[src/pts_pkg.sv]
`default_nettype none
// ----------------------------------------------------------------------------
// pts_pkg
// Shared types and codes of the priority tick task scheduler.
// ----------------------------------------------------------------------------
package pts_pkg;

	localparam int ID_W       = 4;
	localparam int LAP_W      = 8;
	localparam int PRI_W      = 8;
	localparam int CNT_W      = 8;
	localparam int CFG_IDX_W  = 1;
	localparam int CFG_DATA_W = 8;
	localparam int RESULT_CAP = 8;
	localparam int REPORT_W   = 4;

	localparam logic [1:0] REQ_TICK   = 2'd0;
	localparam logic [1:0] REQ_CREATE = 2'd1;
	localparam logic [1:0] REQ_DELETE = 2'd2;

	localparam logic [1:0] ST_OK       = 2'd0;
	localparam logic [1:0] ST_NOT_INIT = 2'd1;
	localparam logic [1:0] ST_INVALID  = 2'd2;

	localparam logic [CFG_IDX_W-1:0] REG_ENABLED  = 1'd0;
	localparam logic [CFG_IDX_W-1:0] REG_TICK_RES = 1'd1;

	typedef struct packed {
		logic [ID_W-1:0]  id;
		logic [CNT_W-1:0] fire_count;
		logic [CNT_W-1:0] tick_count;
		logic [PRI_W-1:0] priority_val;
		logic             single_run;
	} entry_t;

endpackage
`default_nettype wire

[src/pts_if.sv]
`default_nettype none
// ----------------------------------------------------------------------------
// pts_if
// Request, result and register write channels of the scheduler.
// ----------------------------------------------------------------------------
interface pts_req_if;
	logic       valid;
	logic       ready;
	logic [1:0] req_type;
	logic [3:0] task_id;
	logic [7:0] period_ms;
	logic       single_run;
	logic [7:0] priority_req;

	modport source (output valid, req_type, task_id, period_ms, single_run, priority_req,
		input ready);
	modport sink (input valid, req_type, task_id, period_ms, single_run, priority_req,
		output ready);
endinterface

interface pts_res_if;
	logic       valid;
	logic       ready;
	logic [1:0] status;
	logic       fired;
	logic [3:0] fired_task_id;
	logic       last;

	modport source (output valid, status, fired, fired_task_id, last, input ready);
	modport sink (input valid, status, fired, fired_task_id, last, output ready);
endinterface

interface pts_cfg_if;
	logic       valid;
	logic       ready;
	logic [0:0] index;
	logic [7:0] data;

	modport source (output valid, index, data, input ready);
	modport sink (input valid, index, data, output ready);
endinterface
`default_nettype wire

[src/pts_ram.sv]
`default_nettype none
// ----------------------------------------------------------------------------
// pts_ram
// Generic single write, single read RAM with registered read data.
// ----------------------------------------------------------------------------
module pts_ram #(
	parameter int WIDTH = 8,
	parameter int DEPTH = 8,
	parameter int AW    = 3
) (
	input  wire logic             clk,
	input  wire logic             wr_en,
	input  wire logic [AW-1:0]    wr_addr,
	input  wire logic [WIDTH-1:0] wr_data,
	input  wire logic             rd_en,
	input  wire logic [AW-1:0]    rd_addr,
	output logic      [WIDTH-1:0] rd_data
);

	logic [WIDTH-1:0] mem [DEPTH];

	always_ff @(posedge clk) begin
		if (wr_en) begin
			mem[wr_addr] <= wr_data;
		end
		if (rd_en) begin
			rd_data <= mem[rd_addr];
		end
	end

endmodule
`default_nettype wire

[src/pts_div.sv]
`default_nettype none
// ----------------------------------------------------------------------------
// pts_div
// Restoring divider, one quotient bit per cycle, for lap time over resolution.
// ----------------------------------------------------------------------------
module pts_div (
	input  wire logic                      clk,
	input  wire logic                      arst_n,
	input  wire logic                      start,
	input  wire logic [pts_pkg::LAP_W-1:0] dividend,
	input  wire logic [pts_pkg::LAP_W-1:0] divisor,
	output logic                           done,
	output logic      [pts_pkg::LAP_W-1:0] quotient,
	output logic      [pts_pkg::LAP_W-1:0] remainder
);
	import pts_pkg::*;

	localparam int STEP_W = $clog2(LAP_W);

	logic              busy_q;
	logic              done_q;
	logic [STEP_W-1:0] step_q;
	logic [LAP_W-1:0]  quot_q;
	logic [LAP_W-1:0]  rem_q;
	logic [LAP_W:0]    shifted;
	logic [LAP_W:0]    diff;
	logic              ge;

	always_comb begin
		shifted = {rem_q, quot_q[LAP_W-1]};
		ge      = shifted >= {1'b0, divisor};
		diff    = shifted - {1'b0, divisor};
	end

	always_ff @(posedge clk or negedge arst_n) begin
		if (!arst_n) begin
			busy_q <= 1'b0;
			done_q <= 1'b0;
			step_q <= '0;
		end else begin
			done_q <= 1'b0;
			if (start) begin
				busy_q <= 1'b1;
				step_q <= '0;
			end else if (busy_q) begin
				step_q <= step_q + 1'b1;
				if (step_q == STEP_W'(LAP_W - 1)) begin
					busy_q <= 1'b0;
					done_q <= 1'b1;
				end
			end
		end
	end

	always_ff @(posedge clk) begin
		if (start) begin
			quot_q <= dividend;
			rem_q  <= '0;
		end else if (busy_q) begin
			quot_q <= {quot_q[LAP_W-2:0], ge};
			rem_q  <= ge ? diff[LAP_W-1:0] : shifted[LAP_W-1:0];
		end
	end

	assign done      = done_q;
	assign quotient  = quot_q;
	assign remainder = rem_q;

endmodule
`default_nettype wire

[src/priority_tick_task_scheduler_unit.sv]
`default_nettype none
// ----------------------------------------------------------------------------
// priority_tick_task_scheduler_unit
// Priority ordered task timer table kept in a RAM, walked one entry a cycle.
// ----------------------------------------------------------------------------
// create: the 8 step divider, then, unless rejected, a compare walk and a write
// delete and a tick with a scheduler step walk every entry in the table
// other ticks and rejected requests go straight to the result
// output stalls delay all of these, and a tick walk waits on a full result output
// one request in work at a time; the next is taken the cycle after the last result
// reset empties the table, clears the id map and prescaler, disables the unit
// ----------------------------------------------------------------------------
module priority_tick_task_scheduler_unit #(
	parameter int TABLE_SIZE = 8,
	parameter int MAX_LAP    = 255
) (
	input wire logic clk,
	input wire logic arst_n,
	pts_req_if.sink  req,
	pts_res_if.source res,
	pts_cfg_if.sink  cfg
);
	import pts_pkg::*;

	localparam int AW = (TABLE_SIZE > 1) ? $clog2(TABLE_SIZE) : 1;
	localparam int CW = $clog2(TABLE_SIZE + 1);
	localparam int EW = $bits(entry_t);

	typedef enum logic [3:0] {
		S_IDLE, S_DIV, S_CR_RD, S_CR_EX, S_CR_WR,
		S_DEL_RD, S_DEL_EX, S_TK_RD, S_TK_EX, S_RESP
	} state_t;

	state_t            state_q;
	logic              enabled_q;
	logic [7:0]        tick_res_q;
	logic [CW-1:0]     count_q;
	logic [CW-1:0]     total_q;
	logic [TABLE_SIZE:0] map_q;
	logic [7:0]        presc_q;
	logic [ID_W-1:0]   id_q;
	logic [LAP_W-1:0]  lap_q;
	logic              os_q;
	logic [PRI_W-1:0]  pri_q;
	logic [CW-1:0]     i_q;
	logic [CW-1:0]     w_q;
	logic [CW-1:0]     pos_q;
	logic              found_q;
	logic [REPORT_W-1:0] n_q;
	logic              pend_valid_q;
	logic [ID_W-1:0]   pend_id_q;
	logic [1:0]        status_q;

	logic              out_valid_q;
	logic [1:0]        out_status_q;
	logic              out_fired_q;
	logic [ID_W-1:0]   out_id_q;
	logic              out_last_q;

	logic              div_start;
	logic              div_done;
	logic [LAP_W-1:0]  div_quot;
	logic [LAP_W-1:0]  div_rem;

	logic              ram_wr_en;
	logic [AW-1:0]     ram_wr_addr;
	entry_t            ram_wr_data;
	logic              ram_rd_en;
	logic [AW-1:0]     ram_rd_addr;
	logic [EW-1:0]     ram_rd_raw;
	entry_t            rd_ent;
	entry_t            new_ent;
	entry_t            tick_ent;

	logic [7:0]        res_w;
	logic [7:0]        presc_inc;
	logic              accept;
	logic [ID_W-1:0]   id_sel;
	logic              id_ok;
	logic              taken;
	logic              create_bad;
	logic              out_free;
	logic [CNT_W-1:0]  new_tick;
	logic              hit;
	logic              drop;
	logic              report;
	logic              need_out;
	logic              stall;
	logic              fid_ok;
	logic              more;
	logic              del_match;
	logic              emit;
	logic [1:0]        emit_status;
	logic              emit_fired;
	logic [ID_W-1:0]   emit_id;
	logic              emit_last;

	pts_div u_div (
		.clk       (clk),
		.arst_n    (arst_n),
		.start     (div_start),
		.dividend  (req.period_ms),
		.divisor   (res_w),
		.done      (div_done),
		.quotient  (div_quot),
		.remainder (div_rem)
	);

	pts_ram #(
		.WIDTH (EW),
		.DEPTH (TABLE_SIZE),
		.AW    (AW)
	) u_table (
		.clk     (clk),
		.wr_en   (ram_wr_en),
		.wr_addr (ram_wr_addr),
		.wr_data (ram_wr_data),
		.rd_en   (ram_rd_en),
		.rd_addr (ram_rd_addr),
		.rd_data (ram_rd_raw)
	);

	assign rd_ent    = entry_t'(ram_rd_raw);
	assign req.ready = (state_q == S_IDLE);
	assign cfg.ready = 1'b1;
	assign accept    = req.valid && (state_q == S_IDLE);
	assign out_free  = !out_valid_q || res.ready;

	always_comb begin
		res_w     = (tick_res_q == 8'd0) ? 8'd1 : tick_res_q;
		presc_inc = presc_q + 8'd1;
		id_sel    = (state_q == S_IDLE) ? req.task_id : id_q;
		id_ok     = 32'(id_sel) <= TABLE_SIZE;
		taken     = id_ok && map_q[CW'(id_sel)];
		create_bad = !id_ok || taken || (32'(lap_q) > MAX_LAP) || (div_rem != '0)
			|| (count_q >= CW'(TABLE_SIZE));
		div_start = accept && enabled_q && (req.req_type == REQ_CREATE);

		new_tick  = rd_ent.tick_count + 8'd1;
		hit       = new_tick == rd_ent.fire_count;
		drop      = hit && rd_ent.single_run;
		report    = hit && (n_q < REPORT_W'(RESULT_CAP));
		need_out  = report && pend_valid_q;
		stall     = need_out && !out_free;
		fid_ok    = 32'(rd_ent.id) <= TABLE_SIZE;
		del_match = !found_q && (rd_ent.id == id_q);

		tick_ent            = rd_ent;
		tick_ent.tick_count = hit ? '0 : new_tick;

		new_ent.id           = id_q;
		new_ent.fire_count   = div_quot;
		new_ent.tick_count   = '0;
		new_ent.priority_val = pri_q;
		new_ent.single_run   = os_q;

		if (state_q == S_TK_EX) begin
			more = (i_q + 1'b1) < total_q;
		end else begin
			more = (i_q + 1'b1) < count_q;
		end
	end

	// table RAM access
	always_comb begin
		ram_wr_en   = 1'b0;
		ram_wr_addr = '0;
		ram_wr_data = rd_ent;
		ram_rd_en   = 1'b0;
		ram_rd_addr = i_q[AW-1:0];
		case (state_q)
			S_CR_RD, S_DEL_RD, S_TK_RD: begin
				ram_rd_en = 1'b1;
			end
			S_CR_EX: begin
				if (rd_ent.priority_val >= pri_q) begin
					ram_wr_en   = 1'b1;
					ram_wr_addr = AW'(i_q + 1'b1);
					if (i_q != '0) begin
						ram_rd_en   = 1'b1;
						ram_rd_addr = AW'(i_q - 1'b1);
					end
				end
			end
			S_CR_WR: begin
				ram_wr_en   = 1'b1;
				ram_wr_addr = pos_q[AW-1:0];
				ram_wr_data = new_ent;
			end
			S_DEL_EX: begin
				ram_wr_en   = found_q;
				ram_wr_addr = AW'(i_q - 1'b1);
				ram_rd_en   = more;
				ram_rd_addr = AW'(i_q + 1'b1);
			end
			S_TK_EX: begin
				ram_wr_en   = !stall && !drop;
				ram_wr_addr = w_q[AW-1:0];
				ram_wr_data = tick_ent;
				ram_rd_en   = !stall && more;
				ram_rd_addr = AW'(i_q + 1'b1);
			end
			default: begin
			end
		endcase
	end

	// result register load
	always_comb begin
		emit        = 1'b0;
		emit_status = ST_OK;
		emit_fired  = 1'b0;
		emit_id     = '0;
		emit_last   = 1'b0;
		case (state_q)
			S_TK_EX: begin
				emit       = need_out && out_free;
				emit_fired = 1'b1;
				emit_id    = pend_id_q;
			end
			S_RESP: begin
				emit        = out_free;
				emit_status = status_q;
				emit_fired  = pend_valid_q;
				emit_id     = pend_valid_q ? pend_id_q : '0;
				emit_last   = 1'b1;
			end
			default: begin
			end
		endcase
	end

	always_ff @(posedge clk or negedge arst_n) begin
		if (!arst_n) begin
			state_q      <= S_IDLE;
			enabled_q    <= 1'b0;
			tick_res_q   <= 8'd1;
			count_q      <= '0;
			total_q      <= '0;
			map_q        <= '0;
			presc_q      <= '0;
			i_q          <= '0;
			w_q          <= '0;
			pos_q        <= '0;
			found_q      <= 1'b0;
			n_q          <= '0;
			pend_valid_q <= 1'b0;
			pend_id_q    <= '0;
			status_q     <= ST_OK;
			out_valid_q  <= 1'b0;
		end else begin
			if (cfg.valid) begin
				case (cfg.index)
					REG_ENABLED:  enabled_q  <= cfg.data[0];
					REG_TICK_RES: tick_res_q <= cfg.data;
					default: begin
					end
				endcase
			end

			if (emit) begin
				out_valid_q <= 1'b1;
			end else if (res.ready) begin
				out_valid_q <= 1'b0;
			end

			case (state_q)
				S_IDLE: begin
					if (accept) begin
						pend_valid_q <= 1'b0;
						if (!enabled_q) begin
							status_q <= ST_NOT_INIT;
							state_q  <= S_RESP;
						end else begin
							case (req.req_type)
								REQ_TICK: begin
									status_q <= ST_OK;
									if (presc_inc >= res_w) begin
										presc_q <= '0;
										i_q     <= '0;
										w_q     <= '0;
										n_q     <= '0;
										total_q <= count_q;
										if (count_q != '0) begin
											state_q <= S_TK_RD;
										end else begin
											state_q <= S_RESP;
										end
									end else begin
										presc_q <= presc_inc;
										state_q <= S_RESP;
									end
								end
								REQ_CREATE: begin
									status_q <= ST_OK;
									state_q  <= S_DIV;
								end
								REQ_DELETE: begin
									if (!taken) begin
										status_q <= ST_INVALID;
										state_q  <= S_RESP;
									end else begin
										status_q <= ST_OK;
										map_q[CW'(req.task_id)] <= 1'b0;
										i_q     <= '0;
										found_q <= 1'b0;
										if (count_q != '0) begin
											state_q <= S_DEL_RD;
										end else begin
											state_q <= S_RESP;
										end
									end
								end
								default: begin
									status_q <= ST_INVALID;
									state_q  <= S_RESP;
								end
							endcase
						end
					end
				end
				S_DIV: begin
					if (div_done) begin
						if (create_bad) begin
							status_q <= ST_INVALID;
							state_q  <= S_RESP;
						end else begin
							map_q[CW'(id_q)] <= 1'b1;
							if (count_q == '0) begin
								pos_q   <= '0;
								state_q <= S_CR_WR;
							end else begin
								i_q     <= count_q - 1'b1;
								state_q <= S_CR_RD;
							end
						end
					end
				end
				S_CR_RD: begin
					state_q <= S_CR_EX;
				end
				S_CR_EX: begin
					if (rd_ent.priority_val >= pri_q) begin
						if (i_q == '0) begin
							pos_q   <= '0;
							state_q <= S_CR_WR;
						end else begin
							i_q <= i_q - 1'b1;
						end
					end else begin
						pos_q   <= i_q + 1'b1;
						state_q <= S_CR_WR;
					end
				end
				S_CR_WR: begin
					count_q <= count_q + 1'b1;
					state_q <= S_RESP;
				end
				S_DEL_RD: begin
					state_q <= S_DEL_EX;
				end
				S_DEL_EX: begin
					if (del_match) begin
						found_q <= 1'b1;
					end
					if (more) begin
						i_q <= i_q + 1'b1;
					end else begin
						if (found_q || del_match) begin
							count_q <= count_q - 1'b1;
						end
						state_q <= S_RESP;
					end
				end
				S_TK_RD: begin
					state_q <= S_TK_EX;
				end
				S_TK_EX: begin
					if (!stall) begin
						if (report) begin
							pend_valid_q <= 1'b1;
							pend_id_q    <= rd_ent.id;
							n_q          <= n_q + 1'b1;
						end
						if (drop) begin
							count_q <= count_q - 1'b1;
							if (fid_ok) begin
								map_q[CW'(rd_ent.id)] <= 1'b0;
							end
						end else begin
							w_q <= w_q + 1'b1;
						end
						if (more) begin
							i_q <= i_q + 1'b1;
						end else begin
							state_q <= S_RESP;
						end
					end
				end
				S_RESP: begin
					if (out_free) begin
						state_q <= S_IDLE;
					end
				end
				default: begin
					state_q <= S_IDLE;
				end
			endcase
		end
	end

	always_ff @(posedge clk) begin
		if (accept) begin
			id_q  <= req.task_id;
			lap_q <= req.period_ms;
			os_q  <= req.single_run;
			pri_q <= req.priority_req;
		end
		if (emit) begin
			out_status_q <= emit_status;
			out_fired_q  <= emit_fired;
			out_id_q     <= emit_id;
			out_last_q   <= emit_last;
		end
	end

	assign res.valid         = out_valid_q;
	assign res.status        = out_status_q;
	assign res.fired         = out_fired_q;
	assign res.fired_task_id = out_id_q;
	assign res.last          = out_last_q;

endmodule
`default_nettype wire

[src/flat_wrapper.sv]
// flat-port wrapper written by rule: the top's interface ports become plain ports
module priority_tick_task_scheduler_unit_flat import pts_pkg::*;
#(
	parameter int TABLE_SIZE = 8,
	parameter int MAX_LAP    = 255
)
  (clk, arst_n, req_valid, req_req_type, req_task_id, req_period_ms, req_single_run, req_priority_req, req_ready, res_valid, res_status, res_fired, res_fired_task_id, res_last, res_ready, cfg_valid, cfg_index, cfg_data, cfg_ready);
  pts_req_if req_i ();
  pts_res_if res_i ();
  pts_cfg_if cfg_i ();
  input wire logic clk;
  input wire logic arst_n;
  input wire logic [$bits(req_i.valid)-1:0] req_valid;
  input wire logic [$bits(req_i.req_type)-1:0] req_req_type;
  input wire logic [$bits(req_i.task_id)-1:0] req_task_id;
  input wire logic [$bits(req_i.period_ms)-1:0] req_period_ms;
  input wire logic [$bits(req_i.single_run)-1:0] req_single_run;
  input wire logic [$bits(req_i.priority_req)-1:0] req_priority_req;
  output wire logic [$bits(req_i.ready)-1:0] req_ready;
  output wire logic [$bits(res_i.valid)-1:0] res_valid;
  output wire logic [$bits(res_i.status)-1:0] res_status;
  output wire logic [$bits(res_i.fired)-1:0] res_fired;
  output wire logic [$bits(res_i.fired_task_id)-1:0] res_fired_task_id;
  output wire logic [$bits(res_i.last)-1:0] res_last;
  input wire logic [$bits(res_i.ready)-1:0] res_ready;
  input wire logic [$bits(cfg_i.valid)-1:0] cfg_valid;
  input wire logic [$bits(cfg_i.index)-1:0] cfg_index;
  input wire logic [$bits(cfg_i.data)-1:0] cfg_data;
  output wire logic [$bits(cfg_i.ready)-1:0] cfg_ready;
  assign req_i.valid = req_valid;
  assign req_i.req_type = req_req_type;
  assign req_i.task_id = req_task_id;
  assign req_i.period_ms = req_period_ms;
  assign req_i.single_run = req_single_run;
  assign req_i.priority_req = req_priority_req;
  assign req_ready = req_i.ready;
  assign res_valid = res_i.valid;
  assign res_status = res_i.status;
  assign res_fired = res_i.fired;
  assign res_fired_task_id = res_i.fired_task_id;
  assign res_last = res_i.last;
  assign res_i.ready = res_ready;
  assign cfg_i.valid = cfg_valid;
  assign cfg_i.index = cfg_index;
  assign cfg_i.data = cfg_data;
  assign cfg_ready = cfg_i.ready;
  priority_tick_task_scheduler_unit #(.TABLE_SIZE(TABLE_SIZE), .MAX_LAP(MAX_LAP)) u_core (.clk(clk), .arst_n(arst_n), .req(req_i), .res(res_i), .cfg(cfg_i));
endmodule
[config.mk]
export PLATFORM = sky130hd
export DESIGN_NAME = priority_tick_task_scheduler_unit_flat
export DESIGN_NICKNAME = d
export VERILOG_FILES = /design/src/pts_pkg.sv /design/src/pts_if.sv /design/src/pts_ram.sv /design/src/pts_div.sv /design/src/priority_tick_task_scheduler_unit.sv /design/src/flat_wrapper.sv
export SDC_FILE = /design/constraint.sdc
export NUM_CORES = 1
export LEC_CHECK = 0
export BUFFER_PORTS_ARGS = -buffer_cell sky130_fd_sc_hd__buf_4
export CORE_UTILIZATION = 50
export CTS_BUF_LIST = sky130_fd_sc_hd__clkbuf_8
export CTS_CLUSTER_DIAMETER = 60
export DETAILED_ROUTE_END_ITERATION = 7
export PLACE_DENSITY = 0.66
export SETUP_SLACK_MARGIN = 0.1
export SLEW_MARGIN = 0
export SYNTH_ARGS = -nofsm -noshare
export SYNTH_HDL_FRONTEND = slang
export SYNTH_SLANG_ARGS = --single-unit
export TNS_END_PERCENT = 30
[constraint.sdc]
create_clock -name clk -period 11.91 [get_ports clk]
set_clock_uncertainty 0.15 [all_clocks]
set_input_delay 1.7865 -clock clk [delete_from_list [all_inputs] [get_ports clk]]
set_output_delay 1.7865 -clock clk [all_outputs]
set_load 0.02 [all_outputs]
==> results.tsv <==
stage	metric	value	unit
clocking	cts-buffers-inserted	60	
clocking	cts_tree	built	
timing	rsz0062_at_grt	false	
timing	drv_slew	0	
clocking	cts_root_buf	clkbuf_8	
detailed_routing	drt_iter0_markers	1073	
run_status	outcome	finished, final reports clean	
place	post-place-ws	7.02	ns
clocking	clkLatencyLatePin	0.66	ns
detailed_routing	vias_per_cell	5.84	
critical_path	cp_slowest_cell	buf_4	
critical_path	worstPathMaxFanout	47	
clocking	clockBufferDepth	3	
floorplanning	initial_core_util	0.506	
place	port_buffers	46	
floorplanning	io_pins	48	
clocking	clk_pin_slew_worst_paths	0.06	ns
clocking	htreeDepth	2	
min_path	hp-class	reg -> reg	
final_layout	fillers	2659	
critical_path	worst_path_largest_cell_delay	0.86	ns
timing	slew_headroom	0.147	
critical_path	crit_family	simple AND/OR/NAND/NOR gates	
clocking	post_cts.repair.setup_buffers	0	
yosys	synthCells	1205	
yosys	synthFlopType	edfxtp_1	
yosys	ys_seq_area_frac	0.621	
place	dpl.hpwl	22600	microns
global_routing	grt_overflow	0	
yosys	synth_area	0.0169	sq mm
timing	clock.fmax	0.208	GHz
place	dp.cells	1658	
flow_run	maxCapViolCount	0	
yosys	ys_seq_elements	364	
timing	setup_tns	0	ns
final_layout	layout-drive-gt1-share	0.218	
global_routing	grt_pass1_vias	10500	
detailed_routing	post_drt_wl_per_cell	21.1	microns
timing	post-route-min-period	4.81	ns
clocking	cts_sinks	364	
critical_path	cp_cell_sequence	clkinv_1, or4_1, nand2_1, nand2_1, o311ai_4, buf_4, mux4_2, mux2_2	
power_and_ir_drop	p_leak	6.84	nW
final_layout	diodes	0	
final_layout	multi_input_area	0.00607	sq mm
yosys	ys_async_sr_fraction	0.181	
final_layout	seqCellArea	0.0105	sq mm
yosys	synth-edff-count	290	
critical_path	worstPathBufferInverterCount	2	
yosys	yosysWarnings	0	
critical_path	required	12.15	ns
final_layout	layout.nets	1350	
global_routing	grt_pass1_wl	58500	microns
detailed_routing	firstDrtPassIters	5	
timing	finalSetupViolations	0	
clocking	post_cts_resized	0	
detailed_routing	vias	10300	
detailed_routing	drc	0	
place	dpl_cell_area	0.0178	sq mm
timing	setup_slack	7.10	ns
yosys	synth_cell_types	82	
final_layout	stdcell_area	0.0189	sq mm
critical_path	path_common_cell	nand2_1	
final_layout	final_cell_mix	290 x edfxtp_1, 103 x nand2_1, 72 x inv_1, 65 x buf_4, 65 x dfrtp_1	
timing	finalHoldViolCount	0	
clocking	cts_hold_buf	0	
timing	fin_crit_sh	0.404	
final_layout	syn2layout_area_growth	11.6	%
critical_path	cp-start-kind	flip-flop	
floorplanning	core_area	0.0334	sq mm
global_routing	grt_max_degree	67	
timing	worst_pin_slew	1.27	ns
final_layout	instances_no_fill	1759	
detailed_routing	wl	37100	microns
floorplanning	die_area	0.0346	sq mm
critical_path	cp_data_arrival_time	5.05	ns
floorplanning	die_h	186	microns
place	gp_congestion	0.875	
critical_path	cp-end-kind	flip-flop	
final_layout	final_common_cell	edfxtp_1	
power_and_ir_drop	powerDensity	268	mW/mm^2
power_and_ir_drop	vdd.ir_drop.worst	0.000159	V
critical_path	criticalPathCategory	reg -> reg	
yosys	avgSynthCellArea	14.1	sq um
global_routing	grt_usage	0.226	
detailed_routing	final_antenna_net_count	0	
floorplanning	rows	67	
global_routing	antenna_found_initial	0	
floorplanning	die_w	186	microns
yosys	synth_nets	1283	
## routing by layer
layer  wire [microns]  track usage  vias up  part of all wire
li1                 -            -     4763                 -
met1            16600        0.314     5096              0.45
met2            17800        0.366      355              0.48
met3             2100       0.0364       63             0.057
met4              653       0.0669        0             0.018
met5                0            0        -                 0
## metrics by stage
step                hold WS [ns]  utilization  total power [W]
finish                     0.333        0.565          0.00507
detailed placement         0.325        0.534          0.00411
global route               0.367        0.565          0.00540
global placement           0.316        0.534          0.00407
floorplan                  0.292            -          0.00357
CTS                        0.338        0.565          0.00512
## cell usage after synthesis (8+ instances only)
cell / count / area [sq um]
nand3_1: 23 / 115
nor2_1: 57 / 214
mux4_2: 58 / 1310
a31oi_1: 17 / 106
ha_1: 40 / 500
nor2b_1: 11 / 68.8
buf_2: 12 / 60.1
o22ai_1: 8 / 50.1
nand2b_1: 18 / 113
dfrtp_1: 65 / 1630
o21ai_0: 56 / 280
a21oi_1: 45 / 225
xnor2_1: 25 / 219
nor3_1: 18 / 90.1
nor4_1: 11 / 68.8
nand2_1: 103 / 387
edfxtp_1: 290 / 8710
and3_1: 13 / 81.3
mux2i_1: 18 / 180
dfxtp_1: 8 / 160
mux2_2: 61 / 687
clkbuf_1: 42 / 158
xor2_1: 10 / 87.6
inv_1: 52 / 195
nand4_1: 10 / 62.6
## path summary, 6_finish.rpt
check / from / endpoint / slack [ns] / depth (start not counted)
min reg2reg: u_core.pend_id_q[0] / u_core.pend_id_q[0] / 0.33 / 2
min in group asynchronous: arst_n / u_core.tick_res_q[3] / 1.13 / 1
min: u_core.pend_id_q[0] / u_core.pend_id_q[0] / 0.33 / 2
max reg2reg: u_core.state_q[3] / u_core.u_table.rd_data[9] / 7.10 / 8
max in group asynchronous: arst_n / u_core.pend_id_q[1] / 9.86 / 1
max: u_core.state_q[3] / u_core.u_table.rd_data[9] / 7.10 / 8
## registers in the layout (all words and copies together) (netlist names), 3 cells and up
name and cells:
u_core.count_q 4, u_core.i_q 4, u_core.id_q 4, u_core.map_q 9
u_core.n_q 4, u_core.pend_id_q 4, u_core.pos_q 3, u_core.presc_q 8
u_core.pri_q 8, u_core.res.fired_task_id 4, u_core.state_q 4, u_core.tick_res_q 8
u_core.total_q 4, u_core.u_div.quotient 8, u_core.u_div.remainder 8, u_core.u_div.step_q 3
u_core.u_table.mem 232, u_core.u_table.rd_data 29, u_core.w_q 3
## worst reg2reg max path, stage by stage (launching register included)
cell and delay [ns]:
dfrtp_1 0.61, clkinv_1 0.37, or4_1 0.69, nand2_1 0.45
nand2_1 0.19, o311ai_4 0.31, buf_4 0.87, mux4_2 0.67
mux2_2 0.27
## kinds of logic (layout without fill, tap and decap cells)
group                      Yosys count  in the layout  share of synthesized area
and+or+nand+nor                    301            301                     0.0883
buffers and inverters              114            220                     0.0273
adders and majority gates           41             41                     0.0307
other                                1              1                   0.000221
AOI/OAI and AO/OA                  206            206                     0.0802
xor gates and xnor gates            37             37                     0.0208
DFF                                364            364                      0.621
muxes                              141            141                      0.131
## power by group
group	internal, W	total, W	switching, W
combinational	0.000875	0.00198	0.00111
sequential	0.00189	0.00211	0.000221
clock	0.000491	0.000985	0.000494
## layout make-up
cell class,instances,area share
Clock buffer,60,0.0437
Tap cell,448,0.0297
Multi-Input combinational cell,727,0.321
Clock inverter,41,0.0119
Timing Repair Buffer,65,0.0258
Inverter,54,0.0110
Sequential cell,364,0.557
Note: power is estimated with default switching activity, not from simulation.
